`src/nearest_symbol_search_assert.svh`:
```
// ----------------------------------------------------------------------------
// nearest_symbol_search_assert.svh
// assertion macros shared by the nearest symbol search modules
// ----------------------------------------------------------------------------
`ifndef NEAREST_SYMBOL_SEARCH_ASSERT_SVH
`define NEAREST_SYMBOL_SEARCH_ASSERT_SVH

// same-cycle implication, disabled during reset
`define NSS_ASSERT_IMPLY(lbl, ck, rn, ante, cons) \
  lbl: assert property (@(posedge ck) disable iff (!rn) (ante) |-> (cons)) \
    else $error("nearest symbol search: assertion failed");

// next-cycle implication, disabled during reset
`define NSS_ASSERT_NEXT(lbl, ck, rn, ante, cons) \
  lbl: assert property (@(posedge ck) disable iff (!rn) (ante) |=> (cons)) \
    else $error("nearest symbol search: assertion failed");

`endif

```
`src/nss_pkg.sv`:
```
// ----------------------------------------------------------------------------
// nss_pkg
// shared types and constants of the nearest symbol search block
// ----------------------------------------------------------------------------
package nss_pkg;

  // result status codes
  localparam logic [1:0] STATUS_EXACT  = 2'd0;
  localparam logic [1:0] STATUS_LOWER  = 2'd1;
  localparam logic [1:0] STATUS_HIGHER = 2'd2;
  localparam logic [1:0] STATUS_NONE   = 2'd3;

  // query modes (any other code means exact only)
  localparam logic [1:0] MODE_LOWER  = 2'd1;
  localparam logic [1:0] MODE_HIGHER = 2'd2;

  // parameter defaults
  localparam int MAX_ENTRIES_DEF = 4096;
  localparam int ADDR_WIDTH_DEF  = 32;

  // depth of the queue between front and back, power of two
  localparam int QUEUE_DEPTH = 2;

  // field widths of the result beat
  localparam int STATUS_W = 2;
  localparam int INDEX_W  = 12;
  localparam int OFFSET_W = 32;
  localparam int VALUE_W  = 32;

  // classification of one entry, handed from front to back
  typedef struct packed {
    logic       below;
    logic       above;
    logic       last;
    logic [1:0] mode;
  } nss_cls_t;

endpackage

```
`src/nss_front.sv`:
```
// ----------------------------------------------------------------------------
// nss_front
// run tracking and per-entry classification against the query address
// ----------------------------------------------------------------------------
module nss_front #(
  parameter int ADDR_WIDTH  = nss_pkg::ADDR_WIDTH_DEF,
  parameter int MAX_ENTRIES = nss_pkg::MAX_ENTRIES_DEF,
  localparam int CW = $clog2(MAX_ENTRIES)
) (
  input  logic                          clk,
  input  logic                          rst_n,
  input  logic                          accept,
  input  logic [nss_pkg::VALUE_W-1:0]   sym_value,
  input  logic [nss_pkg::VALUE_W-1:0]   query_addr,
  input  logic [1:0]                    mode,
  input  logic                          last_entry,
  output nss_pkg::nss_cls_t             rec_cls,
  output logic [CW-1:0]                 rec_index,
  output logic [ADDR_WIDTH-1:0]         rec_dist
);

  logic                  run_active_r, run_active_nxt;
  logic [ADDR_WIDTH-1:0] held_addr_r, held_addr_nxt;
  logic [1:0]            held_mode_r, held_mode_nxt;
  logic [CW-1:0]         cnt_r, cnt_nxt;

  logic [ADDR_WIDTH-1:0] value;
  logic [ADDR_WIDTH-1:0] addr;
  logic [1:0]            cur_mode;
  logic [CW-1:0]         idx;
  logic                  is_below;
  logic                  is_above;

  always_comb begin
    value    = ADDR_WIDTH'(sym_value);
    addr     = run_active_r ? held_addr_r : ADDR_WIDTH'(query_addr);
    cur_mode = run_active_r ? held_mode_r : mode;
    idx      = run_active_r ? cnt_r : '0;
    is_below = value < addr;
    is_above = value > addr;

    rec_cls.below = is_below;
    rec_cls.above = is_above;
    rec_cls.last  = last_entry;
    rec_cls.mode  = cur_mode;
    rec_index     = idx;
    rec_dist      = is_below ? (addr - value) : (value - addr);
  end

  always_comb begin
    run_active_nxt = run_active_r;
    held_addr_nxt  = held_addr_r;
    held_mode_nxt  = held_mode_r;
    cnt_nxt        = cnt_r;
    if (accept) begin
      run_active_nxt = !last_entry;
      held_addr_nxt  = addr;
      held_mode_nxt  = cur_mode;
      // index wraps after the last slot
      cnt_nxt        = (idx == CW'(MAX_ENTRIES - 1)) ? '0 : idx + 1'b1;
    end
  end

  always_ff @(posedge clk) begin
    if (!rst_n) begin
      run_active_r <= 1'b0;
      cnt_r        <= '0;
    end else begin
      run_active_r <= run_active_nxt;
      cnt_r        <= cnt_nxt;
    end
  end

  always_ff @(posedge clk) begin
    held_addr_r <= held_addr_nxt;
    held_mode_r <= held_mode_nxt;
  end

endmodule

```
`src/nss_queue.sv`:
```
// ----------------------------------------------------------------------------
// nss_queue
// short first-in first-out queue between front and back
// ----------------------------------------------------------------------------
`include "nearest_symbol_search_assert.svh"

module nss_queue #(
  parameter int WIDTH = 8,
  parameter int DEPTH = nss_pkg::QUEUE_DEPTH,
  localparam int PW = $clog2(DEPTH),
  localparam int NW = $clog2(DEPTH + 1)
) (
  input  logic             clk,
  input  logic             rst_n,
  input  logic             push,
  input  logic [WIDTH-1:0] wdata,
  output logic             full,
  input  logic             pop,
  output logic [WIDTH-1:0] rdata,
  output logic             empty
);

  logic [WIDTH-1:0] mem_r [DEPTH];
  logic [PW-1:0]    wr_ptr_r, wr_ptr_nxt;
  logic [PW-1:0]    rd_ptr_r, rd_ptr_nxt;
  logic [NW-1:0]    cnt_r, cnt_nxt;

  always_comb begin
    full       = cnt_r == NW'(DEPTH);
    empty      = cnt_r == '0;
    rdata      = mem_r[rd_ptr_r];
    wr_ptr_nxt = push ? wr_ptr_r + 1'b1 : wr_ptr_r;
    rd_ptr_nxt = pop ? rd_ptr_r + 1'b1 : rd_ptr_r;
    cnt_nxt    = cnt_r + NW'(push) - NW'(pop);
  end

  always_ff @(posedge clk) begin
    if (!rst_n) begin
      wr_ptr_r <= '0;
      rd_ptr_r <= '0;
      cnt_r    <= '0;
    end else begin
      wr_ptr_r <= wr_ptr_nxt;
      rd_ptr_r <= rd_ptr_nxt;
      cnt_r    <= cnt_nxt;
    end
  end

  always_ff @(posedge clk) begin
    if (push) begin
      mem_r[wr_ptr_r] <= wdata;
    end
  end

  `NSS_ASSERT_IMPLY(a_q_no_overflow, clk, rst_n, push, !full || pop)
  `NSS_ASSERT_IMPLY(a_q_no_underflow, clk, rst_n, pop, !empty)
  `NSS_ASSERT_IMPLY(a_q_count_bound, clk, rst_n, 1'b1, cnt_r <= NW'(DEPTH))

endmodule

```
`src/nss_back.sv`:
```
// ----------------------------------------------------------------------------
// nss_back
// nearest below / above / exact tracking and result register
// ----------------------------------------------------------------------------
`include "nearest_symbol_search_assert.svh"

module nss_back #(
  parameter int ADDR_WIDTH  = nss_pkg::ADDR_WIDTH_DEF,
  parameter int MAX_ENTRIES = nss_pkg::MAX_ENTRIES_DEF,
  localparam int CW = $clog2(MAX_ENTRIES)
) (
  input  logic                          clk,
  input  logic                          rst_n,
  input  logic                          rec_valid,
  input  nss_pkg::nss_cls_t             rec_cls,
  input  logic [CW-1:0]                 rec_index,
  input  logic [ADDR_WIDTH-1:0]         rec_dist,
  output logic                          rec_pop,
  output logic                          out_empty,
  input  logic                          out_pop,
  output logic [nss_pkg::STATUS_W-1:0]  out_status,
  output logic [nss_pkg::INDEX_W-1:0]   out_entry_index,
  output logic [nss_pkg::OFFSET_W-1:0]  out_offset
);

  // trackers
  logic                  below_valid_r, below_valid_nxt;
  logic [ADDR_WIDTH-1:0] below_dist_r, below_dist_nxt;
  logic [CW-1:0]         below_index_r, below_index_nxt;
  logic                  above_valid_r, above_valid_nxt;
  logic [ADDR_WIDTH-1:0] above_dist_r, above_dist_nxt;
  logic [CW-1:0]         above_index_r, above_index_nxt;
  logic                  exact_valid_r, exact_valid_nxt;
  logic [CW-1:0]         exact_index_r, exact_index_nxt;

  // result register
  logic                          res_valid_r, res_valid_nxt;
  logic [nss_pkg::STATUS_W-1:0]  res_status_r, res_status_nxt;
  logic [nss_pkg::INDEX_W-1:0]   res_index_r, res_index_nxt;
  logic [nss_pkg::OFFSET_W-1:0]  res_offset_r, res_offset_nxt;

  logic take;
  logic take_last;
  logic upd_below;
  logic upd_above;
  logic upd_exact;

  always_comb begin
    // a last entry needs a free result slot, other entries never wait
    rec_pop   = rec_valid && (!rec_cls.last || !res_valid_r || out_pop);
    take      = rec_pop;
    take_last = take && rec_cls.last;

    upd_below = take && rec_cls.below && (!below_valid_r || rec_dist < below_dist_r);
    upd_above = take && rec_cls.above && (!above_valid_r || rec_dist < above_dist_r);
    upd_exact = take && !rec_cls.below && !rec_cls.above;

    below_valid_nxt = below_valid_r || upd_below;
    below_dist_nxt  = upd_below ? rec_dist : below_dist_r;
    below_index_nxt = upd_below ? rec_index : below_index_r;
    above_valid_nxt = above_valid_r || upd_above;
    above_dist_nxt  = upd_above ? rec_dist : above_dist_r;
    above_index_nxt = upd_above ? rec_index : above_index_r;
    exact_valid_nxt = exact_valid_r || upd_exact;
    exact_index_nxt = upd_exact ? rec_index : exact_index_r;

    // result priority: exact, then the neighbor the mode asks for
    res_status_nxt = nss_pkg::STATUS_NONE;
    res_index_nxt  = '0;
    res_offset_nxt = '0;
    if (exact_valid_nxt) begin
      res_status_nxt = nss_pkg::STATUS_EXACT;
      res_index_nxt  = nss_pkg::INDEX_W'(exact_index_nxt);
    end else if (rec_cls.mode == nss_pkg::MODE_LOWER && below_valid_nxt) begin
      res_status_nxt = nss_pkg::STATUS_LOWER;
      res_index_nxt  = nss_pkg::INDEX_W'(below_index_nxt);
      res_offset_nxt = nss_pkg::OFFSET_W'(below_dist_nxt);
    end else if (rec_cls.mode == nss_pkg::MODE_HIGHER && above_valid_nxt) begin
      res_status_nxt = nss_pkg::STATUS_HIGHER;
      res_index_nxt  = nss_pkg::INDEX_W'(above_index_nxt);
      res_offset_nxt = nss_pkg::OFFSET_W'(above_dist_nxt);
    end

    res_valid_nxt = take_last ? 1'b1 : (res_valid_r && !out_pop);

    out_empty       = !res_valid_r;
    out_status      = res_status_r;
    out_entry_index = res_index_r;
    out_offset      = res_offset_r;
  end

  always_ff @(posedge clk) begin
    if (!rst_n) begin
      below_valid_r <= 1'b0;
      above_valid_r <= 1'b0;
      exact_valid_r <= 1'b0;
      res_valid_r   <= 1'b0;
    end else begin
      // the run ends with its last entry, so the trackers start over
      below_valid_r <= take_last ? 1'b0 : below_valid_nxt;
      above_valid_r <= take_last ? 1'b0 : above_valid_nxt;
      exact_valid_r <= take_last ? 1'b0 : exact_valid_nxt;
      res_valid_r   <= res_valid_nxt;
    end
  end

  always_ff @(posedge clk) begin
    below_dist_r  <= below_dist_nxt;
    below_index_r <= below_index_nxt;
    above_dist_r  <= above_dist_nxt;
    above_index_r <= above_index_nxt;
    exact_index_r <= exact_index_nxt;
    if (take_last) begin
      res_status_r <= res_status_nxt;
      res_index_r  <= res_index_nxt;
      res_offset_r <= res_offset_nxt;
    end
  end

  `NSS_ASSERT_NEXT(a_bk_clear_after_last, clk, rst_n, take_last, !below_valid_r && !above_valid_r && !exact_valid_r)
  `NSS_ASSERT_IMPLY(a_bk_exact_zero_offset, clk, rst_n, res_valid_r && res_status_r == nss_pkg::STATUS_EXACT, res_offset_r == '0)
  `NSS_ASSERT_IMPLY(a_bk_none_zero_fields, clk, rst_n, res_valid_r && res_status_r == nss_pkg::STATUS_NONE, res_offset_r == '0 && res_index_r == '0)

endmodule

```
`src/nearest_symbol_search.sv`:
```
// result: a beat is offered once a run's last entry has left the queue and been registered
// throughput: one entry beat per cycle, set by the one-pass compare in the front and the
//   single tracker update in the back; a waiting result stalls a following last entry
// reset: synchronous, active low; clears the run state, the queue and the result register
// ----------------------------------------------------------------------------
// nearest_symbol_search
// nearest predecessor / successor search over a streamed symbol table
// ----------------------------------------------------------------------------
module nearest_symbol_search #(
  parameter int MAX_ENTRIES = nss_pkg::MAX_ENTRIES_DEF,
  parameter int ADDR_WIDTH  = nss_pkg::ADDR_WIDTH_DEF
) (
  input  logic                          clk,
  input  logic                          rst_n,
  // entry channel
  input  logic                          in_push,
  output logic                          in_full,
  input  logic [nss_pkg::VALUE_W-1:0]   in_sym_value,
  input  logic [nss_pkg::VALUE_W-1:0]   in_query_addr,
  input  logic [1:0]                    in_mode,
  input  logic                          in_last_entry,
  // result channel
  output logic                          out_empty,
  input  logic                          out_pop,
  output logic [nss_pkg::STATUS_W-1:0]  out_status,
  output logic [nss_pkg::INDEX_W-1:0]   out_entry_index,
  output logic [nss_pkg::OFFSET_W-1:0]  out_offset
);

  // entry index width and width of one queued record
  localparam int CW    = $clog2(MAX_ENTRIES);
  localparam int CLS_W = $bits(nss_pkg::nss_cls_t);
  localparam int REC_W = CLS_W + CW + ADDR_WIDTH;

  logic                  accept;
  nss_pkg::nss_cls_t     f_cls;
  logic [CW-1:0]         f_index;
  logic [ADDR_WIDTH-1:0] f_dist;

  logic                  q_full;
  logic                  q_empty;
  logic                  q_pop;
  logic [REC_W-1:0]      q_wdata;
  logic [REC_W-1:0]      q_rdata;

  nss_pkg::nss_cls_t     b_cls;
  logic [CW-1:0]         b_index;
  logic [ADDR_WIDTH-1:0] b_dist;

  // an entry beat is taken whenever the queue has room
  assign in_full = q_full;
  assign accept  = in_push && !q_full;

  // front: holds the query of the current run, numbers entries and
  // classifies each one as below, above or equal with its distance
  nss_front #(
    .ADDR_WIDTH  (ADDR_WIDTH),
    .MAX_ENTRIES (MAX_ENTRIES)
  ) u_front (
    .clk        (clk),
    .rst_n      (rst_n),
    .accept     (accept),
    .sym_value  (in_sym_value),
    .query_addr (in_query_addr),
    .mode       (in_mode),
    .last_entry (in_last_entry),
    .rec_cls    (f_cls),
    .rec_index  (f_index),
    .rec_dist   (f_dist)
  );

  // classified record: flags, index, distance
  assign q_wdata = {f_cls, f_index, f_dist};

  // short queue so front and back stall independently
  nss_queue #(
    .WIDTH (REC_W),
    .DEPTH (nss_pkg::QUEUE_DEPTH)
  ) u_queue (
    .clk   (clk),
    .rst_n (rst_n),
    .push  (accept),
    .wdata (q_wdata),
    .full  (q_full),
    .pop   (q_pop),
    .rdata (q_rdata),
    .empty (q_empty)
  );

  assign b_cls   = nss_pkg::nss_cls_t'(q_rdata[REC_W-1 -: CLS_W]);
  assign b_index = q_rdata[ADDR_WIDTH +: CW];
  assign b_dist  = q_rdata[ADDR_WIDTH-1:0];

  // back: keeps nearest below / above / exact and registers the result beat
  nss_back #(
    .ADDR_WIDTH  (ADDR_WIDTH),
    .MAX_ENTRIES (MAX_ENTRIES)
  ) u_back (
    .clk             (clk),
    .rst_n           (rst_n),
    .rec_valid       (!q_empty),
    .rec_cls         (b_cls),
    .rec_index       (b_index),
    .rec_dist        (b_dist),
    .rec_pop         (q_pop),
    .out_empty       (out_empty),
    .out_pop         (out_pop),
    .out_status      (out_status),
    .out_entry_index (out_entry_index),
    .out_offset      (out_offset)
  );

endmodule
```
`config.mk`:
```
export PLATFORM = sky130hd
export DESIGN_NAME = nearest_symbol_search
export DESIGN_NICKNAME = d
export VERILOG_FILES = /design/src/nss_pkg.sv /design/src/nss_front.sv /design/src/nss_queue.sv /design/src/nss_back.sv /design/src/nearest_symbol_search.sv
export VERILOG_INCLUDE_DIRS = /design/src /design/src/src
export SDC_FILE = /design/constraint.sdc
export NUM_CORES = 1
export LEC_CHECK = 0
export BUFFER_PORTS_ARGS = -buffer_cell sky130_fd_sc_hd__buf_2
export CORE_MARGIN = 1.5
export CORE_UTILIZATION = 55
export CTS_CLUSTER_DIAMETER = 30
export DETAILED_ROUTE_END_ITERATION = 12
export PLACE_DENSITY = 0.77
export SYNTH_ARGS = -nofsm -noshare
export SYNTH_HDL_FRONTEND = slang
export SYNTH_SLANG_ARGS = --single-unit
export TNS_END_PERCENT = 5
```
`constraint.sdc`:
```
create_clock -name clk -period 4.13 [get_ports clk]
set_clock_uncertainty 0.15 [all_clocks]
set_input_delay 0.826 -clock clk [delete_from_list [all_inputs] [get_ports clk]]
set_output_delay 0.826 -clock clk [all_outputs]
set_load 0.03 [all_outputs]
```
**After elaboration in Yosys (flattened, before gate mapping)**

Memory sizes are Yosys's and may differ from the RTL's. A register that Yosys moved wholly into a read port is not among the register bits.
Index checks and enable logic that the tools add are counted.

- Bits in writable memories: 98
- Flip-flop bits (word level): 201
- Memories kept: 1

Memories:

| memory | depth | width | read ports | clocked after Yosys merged registers in | write ports | line | RTL |
|---|---|---|---|---|---|---|---|
| u_queue.mem_r | 2 | 49 | 1 | 1 | 1 | nss_queue.sv:23 | `logic [WIDTH-1:0] mem_r [DEPTH];` |

- Mux-type cells: 22
- Equal/unequal tests: 4
- Order comparisons: 4
- Reductions and logical operators: 32
- Bitwise logic cells: 1
- Add/sub/neg operators: 7

Operators with widths:

| kind | number |
|---|---|
| two-way mux 32 bit | 6 |
| less-than comparator 32 bit | 3 |
| two-way mux 12 bit | 8 |
| subtractor 32 bit | 2 |
| > comparator 32 bit | 1 |
| adder 12 x 1 -> 12 bit, second input constant | 1 |
| equality test 12 bit, second input constant | 1 |
| logical AND 1 bit | 12 |
| logical NOT 1 bit | 10 |
| logical OR 1 bit | 7 |
| two-way mux 1 bit | 7 |
| equality test 2 bit, second input constant | 2 |
| OR reduction 2 bit | 2 |
| adder 1 bit, second input constant | 2 |
| adder 2 x 1 -> 2 bit | 1 |
| equality test 2 x 1 -> 1 bit, second input constant | 1 |
| logical NOT 2 bit | 1 |
| two-way mux 2 bit | 1 |
| subtractor 2 x 1 -> 2 bit | 1 |
| inverter 1 bit | 1 |

**Depth between registers and ports, before layout**

Gate-level depths: netlist (run 1).

- Depth in word-level cells: 11
- Gate-level depth with buffers: 18
- Depth with buffers taken out: 13

**Modules after synthesis**

A second synthesis (run 1) with hierarchy kept.

- Cell total of the unflattened synthesis: 1563
- Area total of the unflattened synthesis: 16714.8 µm²

Modules (own cells, without submodules):

| module | times used | cells each | seq. area each (µm²) | area each (µm²) |
|---|---|---|---|---|
| nss_back | 1 | 660 | 3463.3 | 6993.0 |
| nss_front | 1 | 728 | 1281.2 | 5898.2 |
| nss_queue | 1 | 173 | 3042.9 | 3806.2 |
| nearest_symbol_search | 1 | 2 | 0.0 | 17.5 |

**Worst setup path after synthesis (run 1)**

OpenSTA, ideal clock, no wires.

- Kind: flip-flop to flip-flop
- From: register u_front.run_active_r
- To: memory u_queue.mem_r[0][26] (netlist name) (data pin)
- Path buffers: 6
- Slack: -0.275 ns
- Cell stages (with the launch flop): 19
- Library setup time: 0.267 ns
- Required time: 3.713 ns
- Arrival: 3.987 ns
- Cells stage by stage: dfxtp_1 > clkbuf_1 > clkbuf_1 > clkbuf_1 > mux2i_1 > inv_1 > ha_1 > buf_2 > nand4_1 > or4_4 > o21ba_4 > o31a_4 > nand2b_4 > buf_8 > inv_6 > buf_2 > a211oi_1 > a31oi_1 > xor2_1

- Cells in the longest elaborated chain, start to end: 3
- Elaborated cells on any way between the ends: 5
- Those cells by class: add/sub (2); order compare (1); mux (2)

RTL lines:

| what | line | RTL |
|---|---|---|
| from (decl) | nss_front.sv:22 | `logic run_active_r, run_active_nxt;` |
| from (signal assigned) | nss_front.sv:69 | `run_active_r <= run_active_nxt;` |
| two-way mux 32 bit (*) | nss_front.sv:36 | `addr = run_active_r ? held_addr_r : ADDR_WIDTH'(query_addr);` |
| via u_front.addr[24] | nss_front.sv:28 | `logic [ADDR_WIDTH-1:0] addr;` |
| subtractor 32 bit or less-than comparator 32 bit (tied branches) | nss_front.sv:47, nss_front.sv:39 |  |
| two-way mux 32 bit (*) | nss_front.sv:47 | `rec_dist = is_below ? (addr - value) : (value - addr);` |
| via f_dist[26] | nearest_symbol_search.sv:38 | `logic [ADDR_WIDTH-1:0] f_dist;` |
| to (decl) | nss_queue.sv:23 |  |

Mark *: on every way through the listed nets, which the timed path passes. The rest lies on a longest branch.

**Final worst setup path (run 1)**

- From: register u_front.run_active_r
- To: memory u_queue.mem_r[1][18] (netlist name) (data pin)

- Cells in the longest elaborated chain, start to end: 3
- Elaborated cells on any way between the ends: 5
- Those cells by class: add/sub (2); order compare (1); mux (2)

RTL lines:

| what | line | RTL |
|---|---|---|
| two-way mux 32 bit | nss_front.sv:36 |  |
| via u_front.addr[27] | nss_front.sv:28 |  |
| less-than comparator 32 bit | nss_front.sv:39 | `is_below = value < addr;` |
| two-way mux 32 bit | nss_front.sv:47 |  |
| via f_dist[18] | nearest_symbol_search.sv:38 |  |

The timed path passes the listed nets, and every way through them passes these cells.

==> key figures, run 1 <==
GRT
  • Overall track demand over capacity in global routing: 0.273
  • Number of global-route vias before repair: 13,200
  • Global-route wire length before repair: 67,300 um
  • Maximum number of pins on one net before global-route repair: 40
  • Congestion Overflow GR: 0
  • Antenna violations before repair: 0

Timing
  • Post-route minimum period: 4.02 ns
  • Worst hold slack: 0.308 ns
  • Worst rel slew slack: 0.381
  • Final setup fails: 0
  • Share of the cycle needed by the critical path after routing: 0.972
  • Transition time of the tightest slew-check pin: 0.916 ns
  • Worst-case setup margin in the final layout: 0.115 ns
  • Unrepaired setup endpoints after global routing: yes
  • Achievable clock frequency: 0.249 GHz
  • Count of endpoints failing hold in the final timing report: 0
  • Max Slew Vio Count: 0

Cells and area
  • Share of layout cells above drive strength 1: 0.222
  • Leading cell types in the layout, fill and taps excluded: 247 x inv_1, 178 x edfxtp_1, 142 x mux2i_1
  • Antenna cell count: 0
  • Filler cells: 2,059
  • Count of non-filler cells in the finished layout: 2,287
  • Most frequent standard cell in the layout excluding fill and tap cells: inv_1
  • Area growth from synthesis to layout: 26.2%
  • Total Nets Final: 2,041

Yosys
  • Number of enable-type register cells in the synthesized netlist: 178
  • Synthesized area: 16,600 um2
  • Fraction of synthesis flops using an asynchronous set or reset pin: 0
  • Synthesized flop and latch total: 300
  • Number of cells produced by synthesis: 1,609
  • Syn nets: 1,810
  • Synthesized area per cell: 10.3 um2
  • Share of synthesized area occupied by flip-flops and latches: 0.468
  • Yosys Warn Count: 0
  • Predominant post-synthesis flop cell: edfxtp_1
  • Number of unique standard cell types used by synthesis: 69

Place
  • Placed Cells incl. Taps: 2,159
  • Port Buffer Count: 118
  • GPL Wtd Cong: 0.949
  • HPWL reported at the end of detailed placement: 29,700 um
  • Worst slack, placed: -0.0435 ns

Min path
  • Class of the worst hold path: reg2reg

Drt
  • DRT Pass-1 Iters: 8
  • Antenna Violating Nets Remaining: 0
  • DRC marker count from the first detailed-route iteration: 956
  • DRC errors left: 0
  • Final wirelength: 42,600 um
  • Routed via count: 13,000
  • Via density: 5.68
  • Routed length per instance: 18.6 um

Die
  • Core Area: 29,700 um2
  • Horizontal extent of the die: 177 um
  • Starting Density: 0.560
  • I/O pin cnt: 119
  • Placement Rows: 63
  • DIE AREA: 31,300 um2
  • Die height: 177 um

Critical path
  • Ordered list of cells on the worst path: buf_12 -> mux2i_2 -> inv_1 -> ha_1 -> nand4_1 -> or4_4 -> o21ba_4 -> o31a_4 -> nand2b_4 -> buf_4 -> o21ai_0 -> o221ai_1 -> xor2_1
  • Kind of cell with the highest combined delay on the critical path: simple AND/OR/NAND/NOR gates
  • Crit path DAT: 4.22 ns
  • Buffering stage count on the worst path with inverters included: 3
  • Largest incremental delay on the critical path: 0.61 ns
  • Largest fanout of any net on the critical path: 33
  • Worst setup EP type: flip-flop
  • Slowest stage cell, crit path: or4_4
  • Required time reported for the critical path endpoint: 4.33 ns
  • Startpoint class of the critical path: flip-flop
  • Worst Setup Path Type: reg2reg

Clock tree
  • Clk sinks: 300
  • Count of cells resized by post-cts repair: 0
  • Latest clock arrival within the worst-skew pair: 0.58 ns
  • Count of hold buffers inserted by post-cts repair: 0
  • Post-CTS repair timing setup buffer count: 0
  • Clk Tree Root Cell: clkbuf_16
  • Total number of H-tree levels: 3
  • Num CTS Buffers: 69
  • Clock tree from TritonCTS: done
  • Clock slew seen by the registers of the worst setup and hold paths: 0.05 ns
  • Number of buffers between clock root and the deepest sink: 3

Power and ir drop
  • Power density of the placed cells: 825 nW/um2
  • Power Total: 17,300 uW
  • VDD IR max: 388 uV
  • Static Leak: 0.00944 uW

Flow run
  • Max-cap check violation count: 0

Outcome
  • Run status: finished clean
==> state kept, by name (all words and copies together) (netlist names), named ones only <==
name	count
u_back.out_status	2
u_back.out_offset	32
u_back.res_valid_r	1
u_queue.cnt_r	2
u_front.held_mode_r	2
u_back.exact_index_r	12
u_queue.mem_r	98
u_back.out_entry_index	12
u_queue.wr_ptr_r	1
u_front.run_active_r	1
u_back.below_dist_r	32
u_front.cnt_r	12
u_back.above_dist_r	32
u_back.exact_valid_r	1
u_back.below_index_r	12
u_front.held_addr_r	32
u_back.above_valid_r	1
u_queue.rd_ptr_r	1
u_back.below_valid_r	1
u_back.above_index_r	12
==> per-stage QoR <==
step,util,TNS [ns],area [um2]
after floorplan,-,-0.0769,16600
after global placement,0.618,0,18400
after detailed placement,0.618,-0.350,18400
after CTS,0.705,0,21000
after global routing,0.706,-1.62,21000
final,0.706,0,21000
==> tightest hold or removal path, cell delays in order, from the launching register on <==
cell and delay [ns]:
dfxtp_1 0.31, mux2i_1 0.07, inv_1 0.05
==> final timing paths <==
kind,from,endpoint,slack (ns),cells past startpoint
worst max register to register,u_front.run_active_r$_SDFFE_PN0P_,u_queue.mem_r[1][18]$_DFFE_PP_,0.11,13
worst max-delay path,u_front.run_active_r$_SDFFE_PN0P_,u_queue.mem_r[1][18]$_DFFE_PP_,0.11,13
worst min-delay path,u_back.below_index_r[10]$_DFF_P_,u_back.below_index_r[10]$_DFF_P_,0.31,2
worst min register to register,u_back.below_index_r[10]$_DFF_P_,u_back.below_index_r[10]$_DFF_P_,0.31,2
==> report_power, final <==
part	internal (uW)	switching, uW
clock	4040	1880
combinational	2700	3890
sequential	4410	392
total	11200	6160
==> layout make-up <==
type	instances	area (um2)	area share
clock inverters	51	774	0.0369
flip-flops and latches	300	7790	0.371
clock buffers	77	1810	0.0861
repair buffers	229	1520	0.0726
inverters	248	936	0.0446
multi-input cells	992	7670	0.365
well taps	390	488	0.0232
==> cells in the mapped netlist, drive strengths merged, types with 20 or more instances <==
| master | number | area (um2) |
|---|---|---|
| a21oi | 89 | 445 |
| nand2 | 85 | 319 |
| o22ai | 37 | 231 |
| dfxtp | 122 | 2440 |
| nor2 | 72 | 270 |
| clkbuf | 41 | 154 |
| inv | 248 | 936 |
| mux2i | 144 | 1440 |
| buf | 28 | 154 |
| nor2b | 20 | 125 |
| mux2 | 48 | 541 |
| a21o | 36 | 270 |
| o21ai | 71 | 355 |
| edfxtp | 178 | 5350 |
| xnor2 | 25 | 219 |
| ha | 128 | 1600 |
| nand4 | 26 | 163 |
==> cells by family after synthesis <==
kind of cell | share of synthesized area
AOI/OAI and AO/OA | 0.140
xor gates and xnor gates | 0.0179
adders and majority gates | 0.0987
buffers and inverters | 0.0748
DFF | 0.468
muxes | 0.119
and+or+nand+nor | 0.0810
==> layer usage <==
metal	GRT usage	up-vias	wire length, um
met4	0.105	0	1210
met3	0.0473	108	2140
met5	0	-	0
met2	0.472	440	20800
met1	0.339	6240	18400
li1	-	6198	-
(Power assumes the default switching activity.)
==> inputs of run 2 (changes only) <==
--- a/config.mk
+++ b/config.mk
@@ -8,10 +8,11 @@
 export LEC_CHECK = 0
 export BUFFER_PORTS_ARGS = -buffer_cell sky130_fd_sc_hd__buf_2
 export CORE_MARGIN = 1.5
-export CORE_UTILIZATION = 55
+export CORE_UTILIZATION = 57
+export CTS_BUF_LIST = sky130_fd_sc_hd__clkbuf_2 sky130_fd_sc_hd__clkbuf_4 sky130_fd_sc_hd__clkbuf_8
 export CTS_CLUSTER_DIAMETER = 30
 export DETAILED_ROUTE_END_ITERATION = 12
-export PLACE_DENSITY = 0.77
+export PLACE_DENSITY = 0.79
 export SYNTH_ARGS = -nofsm -noshare
 export SYNTH_HDL_FRONTEND = slang
 export SYNTH_SLANG_ARGS = --single-unit
==> key figures, run 2 (synthesis results as in run 1) <==
Critical path
  • R2R cell count: 12 (-1)
  • Worst setup EP type: flip-flop
  • Worst r2r dst: u_back.out_entry_index[10]$_DFFE_PP_
  • Worst Setup Path Type: reg2reg
  • Largest fanout of any net on the critical path: 25 (-24%)
  • Required time reported for the critical path endpoint: 4.31 ns (-0.02 ns)
  • Crit path DAT: 4.16 ns (-0.06 ns)
  • Endpoint of the most critical setup path: u_back.out_entry_index[10]$_DFFE_PP_
  • Reg2reg setup slack: 0.14 ns (+0.03 ns)
  • Startpoint class of the critical path: flip-flop

Timing
  • Count of endpoints failing hold in the final timing report: 0 (unchanged)
  • Unrepaired setup endpoints after global routing: no
  • Share of the cycle needed by the critical path after routing: 0.965 (-0.00708)
  • Achievable clock frequency: 0.251 GHz (+0.73%)
  • Worst rel slew slack: 0.350 (-0.0311)
  • Post-route minimum period: 3.99 ns (-0.0292 ns)
  • Max Slew Vio Count: 0 (unchanged)
  • Final setup fails: 0 (unchanged)
  • Worst-case setup margin in the final layout: 0.144 ns (+0.0292 ns)
  • Transition time of the tightest slew-check pin: 0.962 ns (+0.0460 ns)
  • Worst hold slack: 0.281 ns (-0.0271 ns)
  • Final TNS setup: 0 ns (unchanged)

Clock tree
  • Clk Tree Root Cell: clkbuf_8
  • Count of hold buffers inserted by post-cts repair: 0 (unchanged)
  • Clk sinks: 300 (unchanged)
  • Clock tree from TritonCTS: done
  • Clock slew seen by the registers of the worst setup and hold paths: 0.07 ns (+0.02 ns)
  • Latest clock arrival within the worst-skew pair: 0.61 ns (+0.03 ns)
  • Number of buffers between clock root and the deepest sink: 3 (unchanged)
  • Post-CTS repair timing setup buffer count: 0 (unchanged)
  • Total number of H-tree levels: 2 (-1)
  • Num CTS Buffers: 59 (-14%)

Place
  • GPL Wtd Cong: 0.948 (about the same)
  • Worst slack, placed: 0.0481 ns (+0.0916 ns)
  • Placement Cell Area: 18,500 um2 (+0.50%)
  • Port Buffer Count: 118 (unchanged)
  • HPWL reported at the end of detailed placement: 29,500 um (-0.67%)

GRT
  • Maximum number of pins on one net before global-route repair: 50 (+25%)
  • GR Util met3: 0.0441 (-0.00317)
  • Antenna violations before repair: 0 (unchanged)
  • Congestion Overflow GR: 0 (unchanged)
  • Overall track demand over capacity in global routing: 0.264 (-0.00909)
  • Met1 usage: 0.322 (-0.0165)
  • Global-route wire length before repair: 64,300 um (-4.4%)
  • Grt met2 use: 0.467 (-0.00572)
  • Peak-usage layer in the global routing report: met2
  • Number of global-route vias before repair: 13,100 (-0.78%)

Drt
  • DRT Pass-1 Iters: 5 (-3)
  • Final wirelength: 39,600 um (-6.9%)
  • Routed via count: 12,600 (-2.7%)
  • Routed length per instance: 17.4 um (-6.4%)
  • DRC errors left: 0 (unchanged)
  • Antenna Violating Nets Remaining: 0 (unchanged)
  • DRC marker count from the first detailed-route iteration: 703 (-26%)
  • Via density: 5.55 (-2.2%)

Power and ir drop
  • VDD IR max: 319 uV (-18%)
  • Static Leak: 0.00888 uW (-5.9%)
  • Power density of the placed cells: 737 nW/um2 (-11%)
  • Power Total: 14,600 uW (-16%)

Die
  • Placement Rows: 62 (-1.6%)
  • Starting Density: 0.579 (+0.0198)
  • I/O pin cnt: 119 (unchanged)
  • DIE AREA: 30,200 um2 (-3.4%)
  • Core Area: 28,700 um2 (-3.4%)
  • Die height: 174 um (-1.7%)
  • Horizontal extent of the die: 174 um (-1.7%)

Cells and area
  • Filler cells: 2,179 (+5.8%)
  • Total Nets Final: 2,041 (unchanged)
  • Share of layout cells above drive strength 1: 0.219 (-0.00300)
  • Antenna cell count: 0 (unchanged)
  • Area growth from synthesis to layout: 19.0%
  • Most frequent standard cell in the layout excluding fill and tap cells: inv_1
  • Flip-flop count of the largest register, all copies and words added: 98 (unchanged)
  • Leading cell types in the layout, fill and taps excluded: 247 x inv_1, 178 x edfxtp_1, 143 x mux2i_1
  • Register with the most flip-flops: u_queue.mem_r
  • Post-route cell area: 19,800 um2 (-5.7%)

Flow run
  • Max-cap check violation count: 0 (unchanged)

Min path
  • Class of the worst hold path: in2reg

Outcome
  • Run status: finished clean
run 2: changes by cell type in the layout (fill, tap and decap cells not counted), moves of 5 or more:
cell,previous run,this run
clkbuf_16,70,0
clkbuf_8,3,63
clkinvlp_4,3,13
bufinv_16,13,4
buf_4,103,110
clkbuf_4,0,5
run 2: area by class of cell:
cell class,instances,area [um2],share of cell area
Sequential cell,300,7790,0.394
Clock inverter,44,409,0.0207
Timing Repair Buffer,239,1630,0.0822
Clock buffer,68,905,0.0457
Tap cell,384,480,0.0243
Multi-Input combinational cell,992,7640,0.386
Inverter,248,936,0.0473
run 2: per-layer routing:
metal / up-vias / routed length, um
li1: 6186 / -
met4: 0 / 1230
met1: 6035 / 16900
met5: - / 0
met2: 334 / 19600
met3: 75 / 1900
run 2: how the worst min path moves through the flow:
stage                                startpoint                               end  slack (ns)  cells after the start
3_5_place_dp    u_back.below_index_r[3]$_DFF_P_   u_back.below_index_r[3]$_DFF_P_        0.29                      2
3_3_place_gp    u_back.above_index_r[7]$_DFF_P_   u_back.above_index_r[7]$_DFF_P_        0.28                      2
2_1_floorplan  u_back.below_index_r[11]$_DFF_P_  u_back.below_index_r[11]$_DFF_P_        0.27                      2
4_1_cts                           in_last_entry    u_queue.mem_r[0][46]$_DFFE_PP_        0.25                      1
6_report                          in_last_entry    u_queue.mem_r[0][46]$_DFFE_PP_        0.28                      1
5_1_grt                           in_last_entry    u_queue.mem_r[0][46]$_DFFE_PP_        0.24                      1
run 2: timing repair:
item                                   4_1_cts  5_1_grt
setup endpoints to repair                    1       14
cloned                                       0        0
endpoints found under the hold margin        0        0
resized for setup                            1        5
pin swaps                                    0        0
run 2: metrics by stage:
step | util | cells
floorplan | - | 1609
global placement | 0.643 | 2163
detailed placement | 0.643 | 2163
CTS | 0.689 | 2275
global route | 0.690 | 2275
finish | 0.690 | 2275
run 2: worst max-delay path, cell delays in order (launching register included):
cell and delay (ns):
dfxtp_4 0.46, mux2_2 0.42, buf_4 0.16, ha_1 0.28, a2111o_1 0.44, nor2_1 0.11
a211oi_1 0.08, o21ai_0 0.37, a21oi_1 0.22, a21oi_4 0.24, buf_12 0.26, mux2i_1 0.30
o221ai_1 0.20
run 2: where the power goes:
group          internal [uW]  total (uW)  switching [uW]
registers               4400        4780             383
logic                   2810        6600            3800
clock network           1780        3200            1420
